**src/sorted_table_insert_remove_top_defines.svh**
```systemverilog
// Assertion macros for the sorted table block.
// Included by the top level; no other dependencies.
`ifndef SORTED_TABLE_INSERT_REMOVE_TOP_DEFINES_SVH
`define SORTED_TABLE_INSERT_REMOVE_TOP_DEFINES_SVH

// Same-cycle implication, disabled while in reset.
`define STIR_ASSERT_IMP(lbl, ck, rn, ante, cons, msg) \
    lbl: assert property (@(posedge ck) disable iff (!rn) (ante) |-> (cons)) \
        else $error(msg);

// Next-cycle implication, disabled while in reset.
`define STIR_ASSERT_NXT(lbl, ck, rn, ante, cons, msg) \
    lbl: assert property (@(posedge ck) disable iff (!rn) (ante) |=> (cons)) \
        else $error(msg);

`endif

```
**src/stir_pkg.sv**
```systemverilog
// Shared types and constants for the sorted table block.
// No dependencies.
`default_nettype none

package stir_pkg;

    localparam int CAPACITY_DEF = 64;
    localparam int VALUE_W      = 32;
    localparam int GRP_MAX      = 32;

    typedef enum logic [1:0] {
        REQ_INSERT = 2'd0,
        REQ_REMOVE = 2'd1,
        REQ_READ   = 2'd2
    } req_t;

    typedef enum logic [2:0] {
        STAT_INSERTED  = 3'd0,
        STAT_REMOVED   = 3'd1,
        STAT_NOT_FOUND = 3'd2,
        STAT_EMPTY     = 3'd3,
        STAT_FULL      = 3'd4,
        STAT_READ_OK   = 3'd5,
        STAT_RANGE     = 3'd6
    } status_t;

    typedef enum logic [1:0] {
        CMD_HOLD = 2'd0,
        CMD_INS  = 2'd1,
        CMD_DEL  = 2'd2
    } cell_cmd_t;

    typedef enum logic [1:0] {
        ST_IDLE  = 2'd0,
        ST_EVAL  = 2'd1,
        ST_APPLY = 2'd2
    } state_t;

    typedef struct packed {
        logic signed [VALUE_W-1:0] entry;
        logic                      occ;
        logic                      le;
    } cell_link_t;

endpackage

`default_nettype wire

```
**src/stir_cell.sv**
```systemverilog
// One table slot: holds an entry and its occupancy, compares it to the key
// and shifts right on insert or left on remove. Depends on stir_pkg.
`default_nettype none

module stir_cell (
    input  wire logic                            clk,
    input  wire logic                            rst_n,
    input  wire stir_pkg::cell_cmd_t             cmd,
    input  wire logic signed [stir_pkg::VALUE_W-1:0] key,
    input  wire stir_pkg::cell_link_t            left,
    input  wire stir_pkg::cell_link_t            right,
    output stir_pkg::cell_link_t                 link,
    output logic                                 eq
);
    import stir_pkg::*;

    logic signed [VALUE_W-1:0] entry_reg;
    logic signed [VALUE_W-1:0] entry_next;
    logic                      occ_reg;
    logic                      occ_next;
    logic                      le;
    logic                      lt;

    assign le = occ_reg && (entry_reg <= key);
    assign lt = occ_reg && (entry_reg < key);
    assign eq = occ_reg && (entry_reg == key);

    assign link.entry = entry_reg;
    assign link.occ   = occ_reg;
    assign link.le    = le;

    always_comb
    begin
        entry_next = entry_reg;
        occ_next   = occ_reg;
        unique case (cmd)
            CMD_INS:
            begin
                if (!le)
                begin
                    if (left.le)
                    begin
                        entry_next = key;
                        occ_next   = 1'b1;
                    end
                    else
                    begin
                        entry_next = left.entry;
                        occ_next   = left.occ;
                    end
                end
            end
            CMD_DEL:
            begin
                if (!lt)
                begin
                    entry_next = right.entry;
                    occ_next   = right.occ;
                end
            end
            CMD_HOLD:
            begin
                entry_next = entry_reg;
                occ_next   = occ_reg;
            end
            default:
            begin
                entry_next = entry_reg;
                occ_next   = occ_reg;
            end
        endcase
    end

    always_ff @(posedge clk or negedge rst_n)
    begin
        if (!rst_n)
        begin
            occ_reg <= 1'b0;
        end
        else
        begin
            occ_reg <= occ_next;
        end
    end

    always_ff @(posedge clk)
    begin
        entry_reg <= entry_next;
    end

endmodule

`default_nettype wire

```
**config.mk**
```make
export PLATFORM = sky130hd
export DESIGN_NAME = stir_cell
export DESIGN_NICKNAME = d
export VERILOG_FILES = /design/src/sorted_table_insert_remove_top_defines.svh /design/src/stir_pkg.sv /design/src/stir_cell.sv
export SDC_FILE = /design/constraint.sdc
export NUM_CORES = 1
export LEC_CHECK = 0
export BUFFER_PORTS_ARGS = -buffer_cell sky130_fd_sc_hd__buf_2
export CAP_MARGIN = 20
export CORE_MARGIN = 2
export CORE_UTILIZATION = 35
export CTS_BUF_LIST = sky130_fd_sc_hd__clkbuf_8
export DETAILED_ROUTE_END_ITERATION = 8
export PLACE_DENSITY = 0.65
export SYNTH_ARGS = -nofsm -noshare
export SYNTH_HDL_FRONTEND = slang
export SYNTH_SLANG_ARGS = --single-unit
```
**constraint.sdc**
```tcl
create_clock -name clk -period 4.8 [get_ports clk]
set_clock_uncertainty 0.2 [all_clocks]
set_input_delay 0.24 -clock clk [delete_from_list [all_inputs] [get_ports clk]]
set_output_delay 0.24 -clock clk [all_outputs]
set_load 0.1 [all_outputs]
```
Word level (Yosys, flattened, before mapping)
Index checks and enable logic that the tools add are counted.

Flip-flop bits (word level): 33. Latch bits: 0. Bits in writable memories: 0. Bits in read-only memories: 0. Input port bits: 104. Output and inout bits: 35. Logic and storage cells: 22. Memories: 0.

Add/sub/neg operators: 0. Multiply operators: 0. Divide/modulo/power cells: 0. Order comparisons: 2. Eq/ne operators: 5. Shifts and indexed selects: 0. Muxes and demuxes: 8. Bitwise logic cells: 0. Reduce and logical (&&, ||, !) cells: 5.

Operators with widths (count): 32-bit 2-to-1 mux (3); 32-bit case mux with 2 select lines (1); 32-bit == test (1); 32-bit <= comparator (1); 32-bit less-than comparator (1); 2-bit != test (second input constant) (2); 1-bit logical AND (3); 1-bit 2-to-1 mux (3); 3-bit AND reduction (1); 2-bit by 1-bit == test with 1-bit output (second input constant) (1); 2-bit == test (second input constant) (1); 1-bit case mux with 2 select lines (1); 2-bit nonzero test (1).

Depth between registers and ports, before layout
Depth in word-level cells: 4. Mapped depth: 10. Gate-level depth less buffers: 9.

Least setup slack after synthesis
Ideal clock, no wire load.

Path kind: register -> register. From: reg entry_reg[14]. To: reg entry_reg[0] (enable). Library setup time: 0.421 ns. Arrival: 3.746 ns. Required time: 4.179 ns. Setup slack: 0.433 ns. Cell stages (with the launch flop): 9. Buffers on the path: 0. Period minus slack after synthesis: 4.367 ns. Path through: edfxtp_1 > ha_1 > a21oi_2 > nand2_1 > a221o_1 > a211o_1 > a31oi_2 > mux2i_1 > nor2_1.

Longest elaborated chain between the ends: 4. Elaborated cells between the ends (all ways): 7. Classes of those cells: order compare: 2; eq/ne: 2; reduce/logical: 3.

RTL lines: start, declared (RTL line stir_cell.sv:17) `logic signed [VALUE_W-1:0] entry_reg;`; start signal, assigned (RTL line stir_cell.sv:88) `entry_reg <= entry_next;`; 32-bit less-than comparator or 32-bit <= comparator (tied branches) (RTL line stir_cell.sv:25, stir_cell.sv:24); 1-bit logical AND (on tied branches) (RTL line stir_cell.sv:25, stir_cell.sv:24); 2-bit != test (no line); 3-bit AND reduction (no line) *.

Every way passes the cells marked *; elsewhere a longest branch is shown, timed or not. A chain may end at the register's enable or synchronous reset.

==> results list <==
- Count of filler cells inserted in the layout: 738
- In the synthesized netlist the async set-or-reset flop fraction comes to 3.030%.
- Headroom to the max-slew limit came out at ~35%.
- Ranking of synthesized cells by instance count: sky130_fd_sc_hd__nand2_1 (42), sky130_fd_sc_hd__inv_1 (37), sky130_fd_sc_hd__o21ai_0 (36)
- OpenSTA, run right after detailed placement, puts the worst setup slack at 1.479 ns.
- The number of antenna violations at the first check in global routing was 0.
- For the final routed database, the setup TNS stands at 0 ns.
- Cell count after synthesis: between 200 and 300
* Slowest library cell on the worst path: sky130_fd_sc_hd__buf_2
- Worst Path Max Fanout: 3
- The detailed router placed about 2.3k vias in this run.
* Top-area cell type share of the netlist area: 37.85%
- CTS hold repair buffers: 1
- In the global route stage, met2 resource usage came out at 28.69%.
- Global routing used 2.678% of the available met3 tracks.
* CTS tree: built
* Hold slack: approximately 0.03 ns
- In the routed layout, each cell is associated on average with a via count of 4.622.
- Area Overhead vs Synth: 33.96%
* Worst R2R Path Depth: 8
* Count of H-tree levels built during CTS: 2
* Count of buffers added by post-CTS timing repair for setup: 0
* Transition time of the tightest slew-check pin: between 0.9 and 1 ns
- Final worst-path cycle share: approximately 72%
- Most crowded layer after global routing: met2
- The HPWL after detailed placement is 5.028 mm.
* Number of flip-flops in the largest register: 32
* I/O pins: between 100 and 150
- From left edge to right edge, the die measures approximately 89 um.
- Max-cap violation count: 0
* Clock slew at reported path FFs: about 0.07 ns
* Post-synthesis cell area: about 0.0025 sq mm
* Footprint of the multi-input gates: ~0.0014 sq mm
* Total of flip-flops plus latches after synthesis: 33
- Final hold violation count: 0
* Drt wl/cell: 12.35 um
- For this run, design rule violations remaining after detail routing come to 0.
- Subtracting the final worst setup slack from the clock period gives between 3 and 4 ns.
- The worst path meets setup with about 1.3 ns of slack.
* Floorplan Core Area: 0.007137 sq mm
- Mean instance size in the synthesized netlist: about 9.4 sq um
- The count of nets left with antenna violations once routing finished came out at 0.
- In this run the tool buffered the top-level ports with approximately 140 buffer cells.
- Category of the critical setup timing path: flop to primary output
* Worst EP arrival: roughly 3 ns
- The number of max-slew violations in the final report is 0.
* Biggest area consumer among synthesized cells: sky130_fd_sc_hd__edfxtp_1
- Clock tree synthesis selected as its root buffer the cell sky130_fd_sc_hd__clkbuf_8.
- Traced cell by cell, the critical path runs through ha_1 > a21oi_1 > o21ai_0 > a221o_1 > a211o_1 > a31oi_2 > mux2i_1 > nand2b_1 > buf_2.
* Worst Hold Depth: 3
- The flow ran to the end, and the final reports show no timing, DRC or antenna violations.
- The later pin in the worst-skew pair is clocked with a latency of 0.28 ns.
* Reg2Reg Setup Slack: roughly 1.5 ns
- Type of destination of the critical path: primary output
* Kind of path behind the tightest hold check: input pin to flop
* Detailed Routing Iterations Pass 1: 4
- For this run, the post-layout net count is 540.
* Peak supply drop: between 0.1 and 0.15 mV
- Leak Pwr: 1.778 nW
* Share of cells above drive strength 1: 36.88%
- Top-count cell post-synth: sky130_fd_sc_hd__nand2_1
- After synthesis, flip-flops and latches occupy 38.84% of the total area.
* Effective utilization at floorplan: between 30% and 40%
- No sink is reached through more buffers than the 2 on the longest clock path.
- Quantity of gates resized following cts: 0
- Across the whole layout, storage elements account for 985.9 sq um.
- Wire length reported by the detailed router: 6.211 mm
- Cells fill 47.65% of the core in the end.
- Routability-driven placement finished with a final weighted congestion of a little over 0.8.
- STA classifies the critical path startpoint as a flop.
- Setup repair after global routing left no endpoint under its margin.
* Slowest stage delay, CP: 0.44 ns
- The synthesized design contains 32 enable-type register cells.
* Number of rows created at floorplan: 31
* Clock sinks: 33
- Wire length of the first global-routing pass: around 9.8 mm
* Number of distinct standard cells referenced by the synthesized netlist: 25
* CTS buffer count: 5
* Fmax: around 290 MHz
* Number of antenna repair diodes: 0
- After the first detailed-routing iteration, the DRC count stood at 75.
* Power per cell area: ~360 mW/mm^2
* Required time at the worst-slack endpoint: 4.36 ns
- Dominant synthesized flop cell: sky130_fd_sc_hd__edfxtp_1
- DP Area: between 0.003 and 0.004 sq mm
- Chip Height: about 89 um
- For this run, the total global-route usage over all layers was measured as 15.86%.
* Cell area after layout: approximately 0.0034 sq mm
- Setup violations remaining at the end of the flow were counted as 0.
- Total die area: roughly 0.008 sq mm
- Via count of the first global-routing pass: approximately 2.2k
- After global routing the overflow that remains totals 0.
- Entering global routing, the biggest net connects 67 pins.
* Synthesis warning total: 0
- Counting every net in the synthesized netlist gives just over 400.
- GR Layer Usage met1: between 10% and 20%
- Synth top area cells: sky130_fd_sc_hd__edfxtp_1 (38%), sky130_fd_sc_hd__ha_1 (16%), sky130_fd_sc_hd__mux2i_1 (13%)
[report_power, final]
part	internal [W]	switching, W	total [W]
Clock	0.0000955	0.0000979	0.000193
Sequential	0.000380	0.0000244	0.000404
Combinational	0.000138	0.000489	0.000628
Total	0.000614	0.000612	0.00123
[cell usage in the layout (no fill, tap or decap), types with 2 or more instances in the layout]
master	count
sky130_fd_sc_hd__edfxtp_1	32
sky130_fd_sc_hd__a21o_1	3
sky130_fd_sc_hd__clkbuf_8	5
sky130_fd_sc_hd__nand2_1	42
sky130_fd_sc_hd__nand3_1	4
sky130_fd_sc_hd__buf_2	137
sky130_fd_sc_hd__nand4_1	6
sky130_fd_sc_hd__nor2_4	2
sky130_fd_sc_hd__nor2_1	5
sky130_fd_sc_hd__a21oi_1	13
sky130_fd_sc_hd__o21ai_0	36
sky130_fd_sc_hd__nand2b_1	2
sky130_fd_sc_hd__mux2i_1	33
sky130_fd_sc_hd__ha_1	32
sky130_fd_sc_hd__inv_1	38
sky130_fd_sc_hd__a211o_1	2
[metal layers]
layer,vias up,wire (um)
met5,-,0
met4,0,155
met3,12,279
met2,69,3178
met1,1022,2597
li1,1222,-
[critical path: cells and delay by family (launching register included)]
family / cells / cell delay, ns
DFF: 1 / 0.39
and+or+nand+nor: 1 / 0.15
adders and majority gates: 1 / 0.30
muxes: 1 / 0.38
buffers and inverters: 1 / 0.44
AOI/OAI and AO/OA: 5 / 1.07
[layout make-up]
| class | instances | share of cell area (%) |
|---|---|---|
| Clock buffer | 5 | 2.024 |
| Clock inverter | 2 | 0.2208 |
| Inverter | 37 | 4.084 |
| Multi-Input combinational cell | 188 | 40.36 |
| Sequential cell | 33 | 28.99 |
| Tap cell | 99 | 3.642 |
| Timing Repair Buffer | 139 | 20.68 |
[stage by stage]
stage | std cells | power, W
after floorplan | 271 | 0.0009141
after global placement | 495 | 0.001035
after detailed placement | 495 | 0.001044
after CTS | 503 | 0.001240
after global routing | 503 | 0.001298
final | 503 | 0.001225
[worst paths after layout]
kind | startpoint | endpoint
max | entry_reg[7] | link[0]
max reg2reg | entry_reg[7] | entry_reg[29]
max in group asynchronous | rst_n | occ_reg
min | right[23] | entry_reg[21]
min reg2reg | occ_reg | occ_reg
min in group asynchronous | rst_n | occ_reg
[cells by family (layout without fill, tap and decap cells)]
group	after synthesis	count (layout)	synth area share [%]
muxes	33	33	13.01
adders and majority gates	32	32	15.77
DFF	33	33	38.84
and+or+nand+nor	63	63	11.34
buffers and inverters	50	183	7.688
AOI/OAI and AO/OA	60	60	13.36
Note: power is estimated with default switching activity, not from simulation.
