==> src/sorted_table_insert_remove_top_defines.svh <==
// Assertion macros for the sorted table block.
// Included by the top level; no other dependencies.
`ifndef SORTED_TABLE_INSERT_REMOVE_TOP_DEFINES_SVH
`define SORTED_TABLE_INSERT_REMOVE_TOP_DEFINES_SVH

// Same-cycle implication, disabled while in reset.
`define STIR_ASSERT_IMP(lbl, ck, rn, ante, cons, msg) \
    lbl: assert property (@(posedge ck) disable iff (!rn) (ante) |-> (cons)) \
        else $error(msg);

// Next-cycle implication, disabled while in reset.
`define STIR_ASSERT_NXT(lbl, ck, rn, ante, cons, msg) \
    lbl: assert property (@(posedge ck) disable iff (!rn) (ante) |=> (cons)) \
        else $error(msg);

`endif

==> src/stir_pkg.sv <==
// Shared types and constants for the sorted table block.
// No dependencies.
`default_nettype none

package stir_pkg;

    localparam int CAPACITY_DEF = 64;
    localparam int VALUE_W      = 32;
    localparam int GRP_MAX      = 32;

    typedef enum logic [1:0] {
        REQ_INSERT = 2'd0,
        REQ_REMOVE = 2'd1,
        REQ_READ   = 2'd2
    } req_t;

    typedef enum logic [2:0] {
        STAT_INSERTED  = 3'd0,
        STAT_REMOVED   = 3'd1,
        STAT_NOT_FOUND = 3'd2,
        STAT_EMPTY     = 3'd3,
        STAT_FULL      = 3'd4,
        STAT_READ_OK   = 3'd5,
        STAT_RANGE     = 3'd6
    } status_t;

    typedef enum logic [1:0] {
        CMD_HOLD = 2'd0,
        CMD_INS  = 2'd1,
        CMD_DEL  = 2'd2
    } cell_cmd_t;

    typedef enum logic [1:0] {
        ST_IDLE  = 2'd0,
        ST_EVAL  = 2'd1,
        ST_APPLY = 2'd2
    } state_t;

    typedef struct packed {
        logic signed [VALUE_W-1:0] entry;
        logic                      occ;
        logic                      le;
    } cell_link_t;

endpackage

`default_nettype wire

==> src/stir_group.sv <==
// Registered reduction over one group of cells: match flag and entry select.
// Depends on stir_pkg.
`default_nettype none

module stir_group #(
    parameter int GRP_N = 32,
    parameter int LOG_G = 5
) (
    input  wire logic                                    clk,
    input  wire logic [GRP_N-1:0]                        eq,
    input  wire logic [GRP_N-1:0][stir_pkg::VALUE_W-1:0] entries,
    input  wire logic [LOG_G-1:0]                        sel,
    output logic                                         hit,
    output logic [stir_pkg::VALUE_W-1:0]                 val
);
    import stir_pkg::*;

    logic                 hit_reg;
    logic [VALUE_W-1:0]   val_reg;

    always_ff @(posedge clk)
    begin
        hit_reg <= |eq;
        val_reg <= entries[sel];
    end

    assign hit = hit_reg;
    assign val = val_reg;

endmodule

`default_nettype wire

==> config.mk <==
export PLATFORM = sky130hd
export DESIGN_NAME = stir_group
export DESIGN_NICKNAME = d
export VERILOG_FILES = /design/src/sorted_table_insert_remove_top_defines.svh /design/src/stir_pkg.sv /design/src/stir_group.sv
export SDC_FILE = /design/constraint.sdc
export NUM_CORES = 1
export LEC_CHECK = 0
export BUFFER_PORTS_ARGS = -buffer_cell sky130_fd_sc_hd__buf_4
export CAP_MARGIN = 20
export CORE_AREA = 2 2 424 426
export DETAILED_ROUTE_END_ITERATION = 10
export DIE_AREA = 0 0 426 428
export PLACE_DENSITY = 0.3
export SYNTH_ARGS = -nofsm -noshare
export SYNTH_HDL_FRONTEND = slang
export SYNTH_SLANG_ARGS = --single-unit
==> constraint.sdc <==
create_clock -name clk -period 1.2 [get_ports clk]
set_input_delay 0.06 -clock clk [delete_from_list [all_inputs] [get_ports clk]]
set_output_delay 0.06 -clock clk [all_outputs]
set_load 0.03 [all_outputs]
# Word level (Yosys, flattened, before mapping)
# Index checks and enable logic that the tools add are counted.
dict set report totals {
  register_bits 33
  word_cells 6
}
dict set report op_classes {
  magnitude_cmp 1
  muxes 2
  reduce_logical 1
}
# operator n
set ops {}
lappend ops {{$bmux W32 S5} 1}
lappend ops {{$mux W32} 1}
lappend ops {{$reduce_or A32 Y1} 1}
lappend ops {{$lt A5 B6 Y1 const B} 1}

# Logic depth before layout (Yosys ltp)
# Gate-level depths: netlist (run 1).
dict set report depth {
  depth_word 2
  mapped_depth 8
  mapped_depth_nobuf 5
}

# Least setup slack after synthesis (run 1)
# Ideal clock, no wire load.
dict set report synth_path {
  kind {input to register}
  start {input sel[0]}
  end {register val_reg[25] (netlist: val[25])}
  setup_ps 124
  arrival_time_ps 1132
  required_time_ps 1076
  path_slack_ps -56
  stages 8
  cell_sequence {buf_4 > buf_6 > buf_6 > buf_6 > mux2i_1 > a22oi_1 > a31oi_1 > nand3_1}
}
dict set report synth_via {
  elab_chain_cells 2
}
# element line_no
set synth_rtl {}
lappend synth_rtl {{start, declared} stir_group.sv:12} ;# input wire logic [LOG_G-1:0] sel,
lappend synth_rtl {{$bmux W32 S5} stir_group.sv:24} ;# val_reg <= entries[sel];
lappend synth_rtl {{$mux W32 (implied by the code)} stir_group.sv:24}
lappend synth_rtl {{end signal, assigned} stir_group.sv:24}
lappend synth_rtl {{end, declared} stir_group.sv:19} ;# logic [VALUE_W-1:0] val_reg;
# Every way passes these cells. The select of a mux whose other input is x is not followed.

# Worst setup path after layout (run 1)
dict set report layout_path {
  start {input sel[0]}
  end {register val_reg[21] (netlist: val[21])}
}
# The elaborated chain is that of the path after synthesis.

==> impl.org, run 1 <==
** Status
- Status :: complete, but fails checks
- Violations in the final reports :: negative setup slack

** Cells and area
- Post-route cell area :: 0.0261 mm^2
- Synthesis-to-finish area growth :: 171%
- Most frequent cells in the layout :: buf_4, mux2i_1, nand2_1
- Nets :: 3655
- At the end of the flow the core is filled with cells to 14.7%.
- Leading cell type in the layout, fill and taps excluded :: buf_4
- Flip-flop count of the largest register after layout :: 32
- Layout cell share with drive strength beyond 1 :: approximately 64%
- The filler cells instantiated in the layout total 20500.

** Placed design
- Before CTS, the worst setup slack after placement is -1.27 ns.
- Port Buffer Count :: 1094
- The placed instances occupy a cell area of 0.0232 mm^2.
- At the end of routability-driven placement, the weighted congestion stood at approximately 0.91.
- Detailed placement ended at an HPWL of 118000 um.

** Logic synthesis
- Synthesis inferred 33 register bits.
- Yosys mapped the design onto 23 distinct sky130hd cell types.
- Mapped Nets :: 2264
- After synthesis the cells add up to 0.00962 mm^2.
- Syn_area_per_cell :: 8.00 um^2
- During synthesis, Yosys emitted a total of 0 warnings.
- Sequential elements use under 10% of the synthesized area.
- Synthesis produced 1202 cells.

** Detailed routing
- The routed design has 134000 um of wire.
- Dividing the detail-routed via count by the number of cells gives 3.19.
- The final route contains 15800 vias.
- Dividing the detail-routed wire length by the instance count gives 27.0 um.
- Number of violations reported at the end of detailed-routing iteration 0 :: 755
- The first detailed-routing pass took 5 iterations.
- In the routed design, unresolved DRC markers number 0.
- The count of nets left with antenna violations once routing finished came out at 0.

** Worst hold path
- The startpoint identified for the worst hold timing path is entries[347].
- The min-delay analysis places its worst path in the category input pin to flop.
- Counting instances, the worst hold path has a depth of 5.
- Worst Hold Path EP :: val[27]

** Timing
- The final hold violation count came to 0.
- Setup repair after global routing could not meet its margin everywhere.
- Actual transition at the worst max-transition pin :: 0.707 ns
- Final worst slack :: -0.296 ns
- Max-slew violation count :: 0
- Timing would allow up to 0.668 GHz.
- Setup violations remaining at the end of the flow were counted as 33.
- Summed over all failing endpoints, the final setup total negative slack is -5.83 ns.
- The routed design could run at a clock period as short as 1.50 ns.
- Tightest slew margin relative to the limit :: 51.5%
- Final cycle utilization of the critical path :: 125%

** GRT
- Vias in the first global route :: 17100
- GR Util All Layers :: 14.0%
- Global routing finished with a remaining overflow of 0.
- Wire length of the first global-routing pass :: 167000 um
- Routing usage on met2 :: 27.1%
- Initial antenna violation count :: 36
- Entering global routing, the biggest net connects 38 pins.
- Global-route layer with the greatest usage :: met2
- Global routing used between 2 and 3% of the available met3 tracks.
- Met1 routing resource usage after global routing :: 16.0%

** Worst setup path
- Largest stage delay on the critical path :: 0.20 ns
- Arrival time worst endpoint :: 1.76 ns
- List of cells traversed by the critical path :: buf_12, buf_16, buf_16, buf_12, buf_12, buf_6, mux2i_2, a22o_1, nor3_2, a31oi_2, buf_4, nand3_2
- The cell that appears most often on the critical path is buf_12.
- Along the worst path, the maximum fanout reaches 8.
- The worst setup path is captured at a flop.
- Launching element type of the critical path :: input pin
- Kind of critical path :: input pin to flop
- Required @ worst endpoint :: 1.46 ns
- Slowest library cell on the worst path :: mux2i_2

** Die
- Io pins :: roughly 1100
- Die H :: ~430 um
- The core region is around 0.18 mm^2.
- The die covers 0.182 mm^2.
- Starting utilization of the core area :: 5.41%
- Width of the die :: 426 um
- Rows :: 155

** Clock network
- TritonCTS built the clock tree.
- Clock Tree Buf Depth :: 2
- The H-tree was split into 2 levels.
- The number of clock buffers added by TritonCTS is 5.
- In this run the clock root is driven by a clkbuf_16.
- Total number of clock tree sinks :: 33
- Clock slew at the register clock pins of the worst setup and hold paths :: 0.10 ns

** Pwr
- Leakage :: 0.0123 uW
- Pwr per Cell Area :: 510 mW/mm^2
- The worst-case IR drop observed on VDD is between 0.5 and 0.6 mV.

** Job
- The tool flagged a number of max-cap violations equal to 0.
worst max path at each step:
stage / cells after the start / slack (ns) / startpoint / endpoint
after floorplan: 8 / -0.002 / sel[0] / val[13]
after global placement: 9 / -1.26 / sel[0] / val[8]
after detailed placement: 9 / -1.27 / sel[0] / val[8]
after CTS: 12 / -0.28 / sel[0] / val[21]
after global routing: 12 / -0.30 / sel[0] / val[21]
final: 12 / -0.30 / sel[0] / val[21]
logic make-up (layout without fill, tap and decap cells):
logic type | count (synthesis) | after routing | synth area share, %
compound gates | 288 | 288 | 20.4
flops | 33 | 33 | 6.87
simple gates | 243 | 243 | 11.6
other cells | 0 | 4 | 0
mux | 512 | 512 | 53.3
buf+inv | 126 | 1518 | 7.82
where the power goes:
part / leakage [uW] / internal [uW] / switching [uW]
Clock: 0.0000799 / 894 / 941
Combinational: 0.0119 / 5450 / 4620
Sequential: 0.000278 / 1270 / 111
Total: 0.0123 / 7610 / 5670
cell type report:
cell class / instances / area [um^2] / area share, %
Sequential cell: 33 / 663 / 2.54
Antenna cell: 4 / 10.0 / 0.0384
Clock inverter: 1 / 5.00 / 0.0192
Timing Repair Buffer: 1510 / 12900 / 49.3
Tap cell: 2355 / 2950 / 11.3
Clock buffer: 7 / 153 / 0.586
Multi-Input combinational cell: 1043 / 9430 / 36.2
synthesized netlist by cell type:
cell	n	area (um^2)
a22oi_1	96	721
clkbuf_4	2	15.0
nand2b_1	2	12.5
buf_6	15	169
nand4_1	2	12.5
buf_1	8	30.0
a21oi_1	96	480
clkbuf_1	42	158
nand3_1	96	480
nor3_1	32	160
buf_4	34	255
or2_2	2	12.5
nor4_1	8	50.1
a31oi_1	32	200
nor2b_1	1	6.26
dfxtp_1	33	661
and2b_1	1	7.51
a22o_1	64	561
nor2_1	1	3.75
and2_1	1	6.26
nand2_1	97	364
buf_2	25	125
mux2i_1	512	5120
timing repair:
action / CTS / global route
endpoints found under the hold margin: 2 / 0
buffers inserted: 51 / 17
hold buffers: 34 / 0
cloned: 8 / 6
pin swaps: 39 / 39
endpoints found under the setup margin: 35 / 33
resized for setup: 244 / 75
metrics by stage:
step / cells / power (uW) / hold slack (ns)
after global routing: 4951 / 14300 / 0.0592
after detailed placement: 4841 / 10600 / 0.355
final: 4953 / 13300 / 0.0605
after floorplan: 1202 / 4220 / 0.245
after CTS: 4932 / 13700 / 0.00563
after global placement: 4841 / 10600 / 0.354
per-layer routing:
metal / vias to the layer above / part of all wire (%)
li1: 7457 / -
met1: 7643 / 40
met2: 607 / 54
met3: 66 / 5.5
met4: 20 / 0.63
met5: - / 0.10
worst max-delay path: cells and delay by family:
family	cells	cell delay, ns
buf+inv	7	1.00
mux	1	0.20
compound gates	2	0.37
simple gates	2	0.11
(Power assumes the default switching activity.)
==> run 2: changes to the inputs <==
--- a/config.mk
+++ b/config.mk
@@ -11,6 +11,7 @@
 export DETAILED_ROUTE_END_ITERATION = 10
 export DIE_AREA = 0 0 426 428
 export PLACE_DENSITY = 0.3
+export REMOVE_ABC_BUFFERS = 1
 export SYNTH_ARGS = -nofsm -noshare
 export SYNTH_HDL_FRONTEND = slang
 export SYNTH_SLANG_ARGS = --single-unit
==> run 2 against run 1 <==
The flow still finishes with violations (negative setup slack). Sequential power is essentially flat. Sequential cell count is the same. Clock power is essentially flat. Clock-buffer cell count shrank 1. Combinational power shrank 9%. Core utilization shrank 0.73 points. Sequential share of layout area grew 0.12 points. Wire length shrank 7.7%. Hold slack lost 0.012 ns. Final cell count shrank 2.0%. Critical endpoint is now val[7].
==> impl.org, run 2 (synthesis results as in run 1) <==
** Timing
- Accumulated negative setup slack :: -0.208 ns (+5.62 ns)
- Final cycle utilization of the critical path :: 104% (-20 points)
- Tightest slew margin relative to the limit :: 70.5% (+19 points)
- The final period demand of the worst path came to 1.25 ns (-0.244 ns).
- The transition time at the pin with the least slew margin was 0.443 ns (-0.264 ns).
- The number of pins with negative max-slew slack in the final report came to 0 (unchanged).
- The worst path setup slack after routing came to -0.0520 ns (+0.244 ns).
- The final setup violation count was 8 (-76%).
- Fmax :: 0.799 GHz (+19%)
- Setup repair after global routing could not meet its margin everywhere.
- Hold Violations, Final :: 0 (unchanged)

** Worst hold path
- The depth of the worst hold-timing path came to 5 (unchanged).
- The path class of the tightest hold or removal check is input pin to flop.
- The path with the worst hold slack has its endpoint at val[19].
- The worst hold path begins at entries[851].

** Die
- The area of the placeable core was 0.178 mm^2 (unchanged).
- The die height came to 428 um (unchanged).
- The number of core rows was 155 (unchanged).
- The initial cell density of the core is 5.41% (unchanged).
- Width of the die :: 426 um (unchanged)
- The die area is 0.182 mm^2 (unchanged).
- The I/O pin count is 1095 (unchanged).

** GRT
- The wire length of the first global-routing pass came to 154000 um (-8.1%).
- GR Util All Layers :: 12.7% (-1.3 points)
- Vias in the first global route :: 16100 (-5.7%)
- The pin count of the biggest net entering global routing is 27 (-29%).
- The overall overflow remaining after global route came to 0 (unchanged).
- The number of antenna violations at the first check in global routing was 44 (+22%).

** Placed design
- The total cell area at the placement stage was 0.0224 mm^2 (-3.3%).
- The number of buffers inserted by port buffering was 1094 (unchanged).
- The setup slack at placement is -1.13 ns (+0.131 ns).
- The half-perimeter wire length after detailed placement was 107000 um (-9.4%).
- The post-placement cell count is 4743 (-2.0%).
- Gp weighted congestion :: 0.898 (-1.7%)

** Detailed routing
- The DRC violations left came to 0 (unchanged).
- The total routed wirelength was 123000 um (-7.7%).
- Vias per Instance :: 3.17 (-0.64%)
- Drt pass-1 iters :: 5 (unchanged)
- Detailed-route via count :: 15400 (-2.6%)
- The count of antenna-violating nets left after detailed routing was 0 (unchanged).
- Routed WL per cell :: 25.4 um (-5.9%)
- The violation count after the first detailed-route iteration is 782 (+3.6%).

** Pwr
- Total design power :: 12300 uW (-7.2%)
- Max IR drop VDD :: 0.543 mV (-4.9%)
- The static power due to leakage came to 0.0117 uW (-4.3%).
- The cell area power density came to 498 mW/mm^2 (-2.3%).

** Worst setup path
- The critical path is of the input pin to flop type.
- Largest fanout of any net on the critical path :: 11 (+3)
- The required time reported for the critical path endpoint was 1.50 ns (+0.04 ns).
- STA classifies the critical path startpoint as an input pin.
- The worst endpoint data arrival time came to 1.55 ns (-0.21 ns).
- STA classifies the critical path endpoint as a flop.

** Clock network
- Clock slew at the register clock pins of the worst setup and hold paths :: 0.10 ns (about the same)
- The sink count of the clock tree is 33 (unchanged).
- Total CTS buffers :: 5 (unchanged)
- TritonCTS clock tree :: done
- Clock Tree Root :: clkbuf_16
- Clock Tree Buf Depth :: 2 (unchanged)
- The maximum level of the CTS H-tree came to 2 (unchanged).

** Cells and area
- Leaving out fill and tap cells, the most frequent cell in the layout is buf_4.
- The net count reported at finish was 3551 (-2.8%).
- Flip-flop count of the largest register after layout :: 32 (unchanged)
- The number of inserted filler cells in the final layout was 20600 (+0.46%).
- The area used by multi-input combinational logic came to 0.00899 mm^2 (-4.7%).
- The sequential cell area is 661 um^2 (-0.38%).
- Post-layout instance count excluding filler cells :: 4855 (-2.0%)
- Synthesis-to-finish area growth :: 158%
- Layout cell share with drive strength beyond 1 :: 61.3% (-2.7 points)
- The area of all placed cells without fillers is 0.0248 mm^2 (-5.0%).
- Most frequent cells in the layout :: buf_4, mux2i_1, nand2_1

** Status
- The final reports fail on negative setup slack.
- Status :: complete, but fails checks

** Job
- The number of max-cap violations was 0 (unchanged).
-- run 2: cell types whose count changed in the layout (fill, tap and decap cells not counted), sizes merged --
cell / delta
buf: -79
dlygate4sd3: -29
diode: +6
clkbuf: +2
dlymetal6s4s: +2
bufbuf: -1
clkinv: +1
-- run 2: where the power goes --
group,switching (uW),internal [uW]
Combinational,4140,5010
Clock,1040,782
Sequential,90.6,1260
-- run 2: layout make-up --
cell class                      count  area share [%]
Timing Repair Buffer             1406            48.5
Multi-Input combinational cell   1043            36.3
Tap cell                         2355            11.9
Sequential cell                    33            2.67
Clock buffer                        6           0.520
Antenna cell                       10           0.101
Clock inverter                      2          0.0404
-- run 2: through the flow --
| step | hold WS (ns) | util (%) |
|---|---|---|
| CTS | 0.00193 | 13.3 |
| global route | 0.0531 | 13.9 |
| finish | 0.0486 | 13.9 |
| global placement | 0.368 | 12.6 |
| detailed placement | 0.376 | 12.6 |
| floorplan | 0.245 | - |
-- run 2: critical path, cell delays in order --
cell and delay (ns):
buf_16 0.14, buf_16 0.16, buf_16 0.17, buf_4 0.16, mux2i_2 0.15, a22oi_2 0.41, a31oi_4 0.13, nand3_1 0.12
-- run 2: repair_timing --
item,4_1_cts,5_1_grt
resized for setup,107,128
buffers inserted,29,49
cloned,6,9
endpoints found under the setup margin,32,33
hold endpoints to repair,3,0
hold buffers,7,0
pin swaps,19,45
-- run 2: worst max path at each step --
| stage | end | depth (start not counted) | from | slack (ns) |
|---|---|---|---|---|
| after floorplan | val[0] | 5 | sel[1] | -3.84 |
| after global placement | val[11] | 8 | sel[0] | -1.07 |
| after detailed placement | val[11] | 8 | sel[0] | -1.13 |
| after CTS | val[2] | 8 | sel[0] | -0.08 |
| after global routing | val[9] | 9 | sel[0] | -0.08 |
| final | val[7] | 8 | sel[0] | -0.05 |
-- run 2: per-layer routing --
metal / global-route usage [%] / part of all wire, % / vias to the layer above
li1: - / - / 7256
met1: 15.6 / 41 / 7363
met2: 22.8 / 51 / 660
met3: 3.09 / 7.0 / 81
met4: 1.11 / 0.82 / 22
met5: 0 / 0.11 / -
==> run 3: changes to the inputs <==
--- a/config.mk
+++ b/config.mk
@@ -7,10 +7,12 @@
 export LEC_CHECK = 0
 export BUFFER_PORTS_ARGS = -buffer_cell sky130_fd_sc_hd__buf_4
 export CAP_MARGIN = 20
+export CELL_PAD_IN_SITES_DETAIL_PLACEMENT = 1
+export CELL_PAD_IN_SITES_GLOBAL_PLACEMENT = 2
 export CORE_AREA = 2 2 424 426
 export DETAILED_ROUTE_END_ITERATION = 10
 export DIE_AREA = 0 0 426 428
-export PLACE_DENSITY = 0.3
+export PLACE_DENSITY = 0.4
 export REMOVE_ABC_BUFFERS = 1
 export SYNTH_ARGS = -nofsm -noshare
 export SYNTH_HDL_FRONTEND = slang
==> run 3 against run 2 <==
The run still ends with negative setup slack left. Design area rose by 1.5%. First-iteration DRC count fell by 5.2%. Sequential power barely moved. Combinational power rose by 2.5%. Largest cell class unchanged. Power rose by 4.4%. Die area did not move. Critical path depth rose by 1. Wire length rose by 7.4%.
==> impl.org, run 3 (synthesis results as in run 1) <==
** Pwr
- The highest ir drop seen on vdd is 0.583 mV (+7.3%).
- The cell area power density is 512 mW/mm^2 (+2.8%).
- Leakage :: 0.0119 uW (+1.1%)

** Worst setup path
- The most numerous cell type found on the critical path is buf_16.
- The worst endpoint data arrival time came to 1.53 ns (-0.02 ns).
- The worst setup path is launched from an input pin.
- Broken down by cell family, the worst path's largest delay share belongs to buffers and inverters.
- The buffers plus inverters on the worst setup path came to 4 (unchanged).
- The longest individual stage delay on the worst path was 0.29 ns (-0.12 ns).
- Largest fanout of any net on the critical path :: 8 (-3)
- The required time reported for the critical path endpoint was 1.44 ns (-0.06 ns).
- Walking the worst path, the cells encountered are buf_16, buf_16, buf_12, buf_8, mux2i_4, a22o_1, nor3_2, a31oi_1, nand3_1.
- Slowest library cell on the worst path :: mux2i_4
- The worst setup path is captured at a flop.
- Kind of critical path :: input pin to flop

** Timing
- The number of pins with negative max-slew slack in the final report came to 0 (unchanged).
- Finish-stage setup viols :: 20 (+12)
- Fmax :: 0.776 GHz (-2.8%)
- Tightest slew margin relative to the limit :: 70.4% (about the same)
- The final period demand of the worst path is 1.29 ns (+0.0365 ns).
- The transition time at the pin with the least slew margin came to 0.431 ns (-0.0118 ns).
- The final hold violation count came to 0 (unchanged).
- Setup repair after global routing missed its margin :: true
- Final cycle utilization of the critical path :: 107% (+3.0 points)
- Accumulated negative setup slack :: -0.978 ns (-0.770 ns)
- The worst path setup slack after routing came to -0.0885 ns (-0.0365 ns).

** Die
- The die area came to 0.182 mm^2 (unchanged).
- The die height was 428 um (unchanged).
- Rows :: 155 (unchanged)
- The initial cell density of the core came to 5.41% (unchanged).
- The die width was 426 um (unchanged).
- The area of the placeable core came to 0.178 mm^2 (unchanged).
- Io pins :: 1095 (unchanged)

** Detailed routing
- Post-detailed-routing wire length :: 132000 um (+7.4%)
- Final antenna-violating net count :: 0 (unchanged)
- Vias per Instance :: 3.19 (+0.66%)
- The number of search-and-repair iterations in the first detailed-routing pass was 5 (unchanged).
- The final routed wire length divided by cell count came to 27.1 um (+6.6%).
- The violation count after the first detailed-route iteration was 741 (-5.2%).
- Detailed-route via count :: 15600 (+1.4%)
- The DRC violations left came to 0 (unchanged).

** Job
- The number of max-cap violations was 0 (unchanged).

** Cells and area
- Post-layout instance count excluding filler cells :: 4891 (+0.74%)
- The number of flip-flops in the largest register was 32 (unchanged).
- Nets :: 3577 (+0.73%)
- Post-route cell area :: 0.0251 mm^2 (+1.5%)
- Filler cells :: 21200 (+2.7%)
- The post-layout utilization of the core was 14.2% (+0.21 points).
- The library cell used most frequently in the layout, excluding fill and tap cells, is buf_4.
- The fraction of final layout cells with drive strength greater than 1 is 62.1% (+0.76 points).
- From synthesis to final layout, the design area changed by 161%.
- Most frequent cells in the layout :: buf_4, mux2i_1, nand2_1

** GRT
- Largest net degree at the start of global routing :: 32 (+19%)
- The wire length of the first global-routing pass was 164000 um (+6.6%).
- The total global routing track utilization came to 13.6% (+0.95 points).
- The number of antenna violations at the first check in global routing came to 59 (+34%).
- Vias in the first global route :: 17300 (+7.1%)
- The overall overflow remaining after global route came to 0 (unchanged).

** Status
- The checks that failed: negative setup slack.
- Status :: complete, but fails checks

** Clock network
- Clock Tree Buf Depth :: 2 (unchanged)
- The maximum level of the CTS H-tree came to 2 (unchanged).
- Clock slew at the register clock pins of the worst setup and hold paths :: 0.09 ns (about the same)
- Clock tree synthesis selected as its root buffer the cell clkbuf_16.
- Total CTS buffers :: 5 (unchanged)
- Total number of clock tree sinks :: 33 (unchanged)
- TritonCTS built the clock tree.

** Placed design
- Port Buffer Count :: 1094 (unchanged)
- The final RePlAce weighted congestion was 0.864 (-3.8%).
- Worst setup slack after placement :: -0.795 ns (+0.340 ns)
- Number of cells in the design after placement :: 4774 (+0.65%)
- The half-perimeter wire length after detailed placement is 113000 um (+5.9%).
- Post-DP Area :: 0.0224 mm^2 (about the same)

** Worst hold path
- The tightest min-delay check is of the input pin to flop type.
run 3: cell types whose count changed in the layout (fill, tap and decap cells not counted), moves of 5 or more:
cell / change
mux2i_1: -18
buf_6: +13
buf_4: +12
mux2i_2: +11
diode_2: +10
mux2i_4: +7
nand3_1: +7
nand3_2: -6
a21oi_1: +5
a21oi_2: -5
buf_12: -5
run 3: through the flow:
step	hold slack, ns	total power [uW]
finish	0.0178	12900
global route	0.0106	13700
CTS	0.00187	12700
detailed placement	0.420	9840
global placement	0.414	9840
floorplan	0.245	3740
run 3: area by class of cell:
type | instances | area [um^2] | area share (%)
Clock inverter | 1 | 30.0 | 0.119
Sequential cell | 33 | 662 | 2.63
Clock buffer | 7 | 143 | 0.567
Timing Repair Buffer | 1432 | 12300 | 48.8
Tap cell | 2355 | 2950 | 11.7
Multi-Input combinational cell | 1043 | 9030 | 35.9
Antenna cell | 20 | 50.0 | 0.199
run 3: power by group:
part           internal, uW  leakage, uW  switching (uW)
clock network          1060    0.0000842            1050
registers              1260     0.000278             111
logic                  5130       0.0115            4260
run 3: final timing paths:
path  startpoint      end  slack [ns]  cells past startpoint
min       eq[31]      hit        0.02                      4
max       sel[0]  val[27]       -0.09                      9
run 3: metal layers:
layer	routed length [um]	vias to the layer above	part of all wire, %	GRT usage [%]
met2	69200	595	52	24.8
li1	-	7320	-	-
met5	193	-	0.15	0
met4	2040	30	1.5	3.46
met3	8300	86	6.3	3.41
met1	52700	7568	40	15.6
run 3: repair_timing:
action	4_1_cts	5_1_grt
resized for setup	92	191
pin swaps	11	65
cloned	8	9
hold buffers	7	0
buffers inserted	24	51
hold endpoints to repair	4	0
setup endpoints to repair	25	33
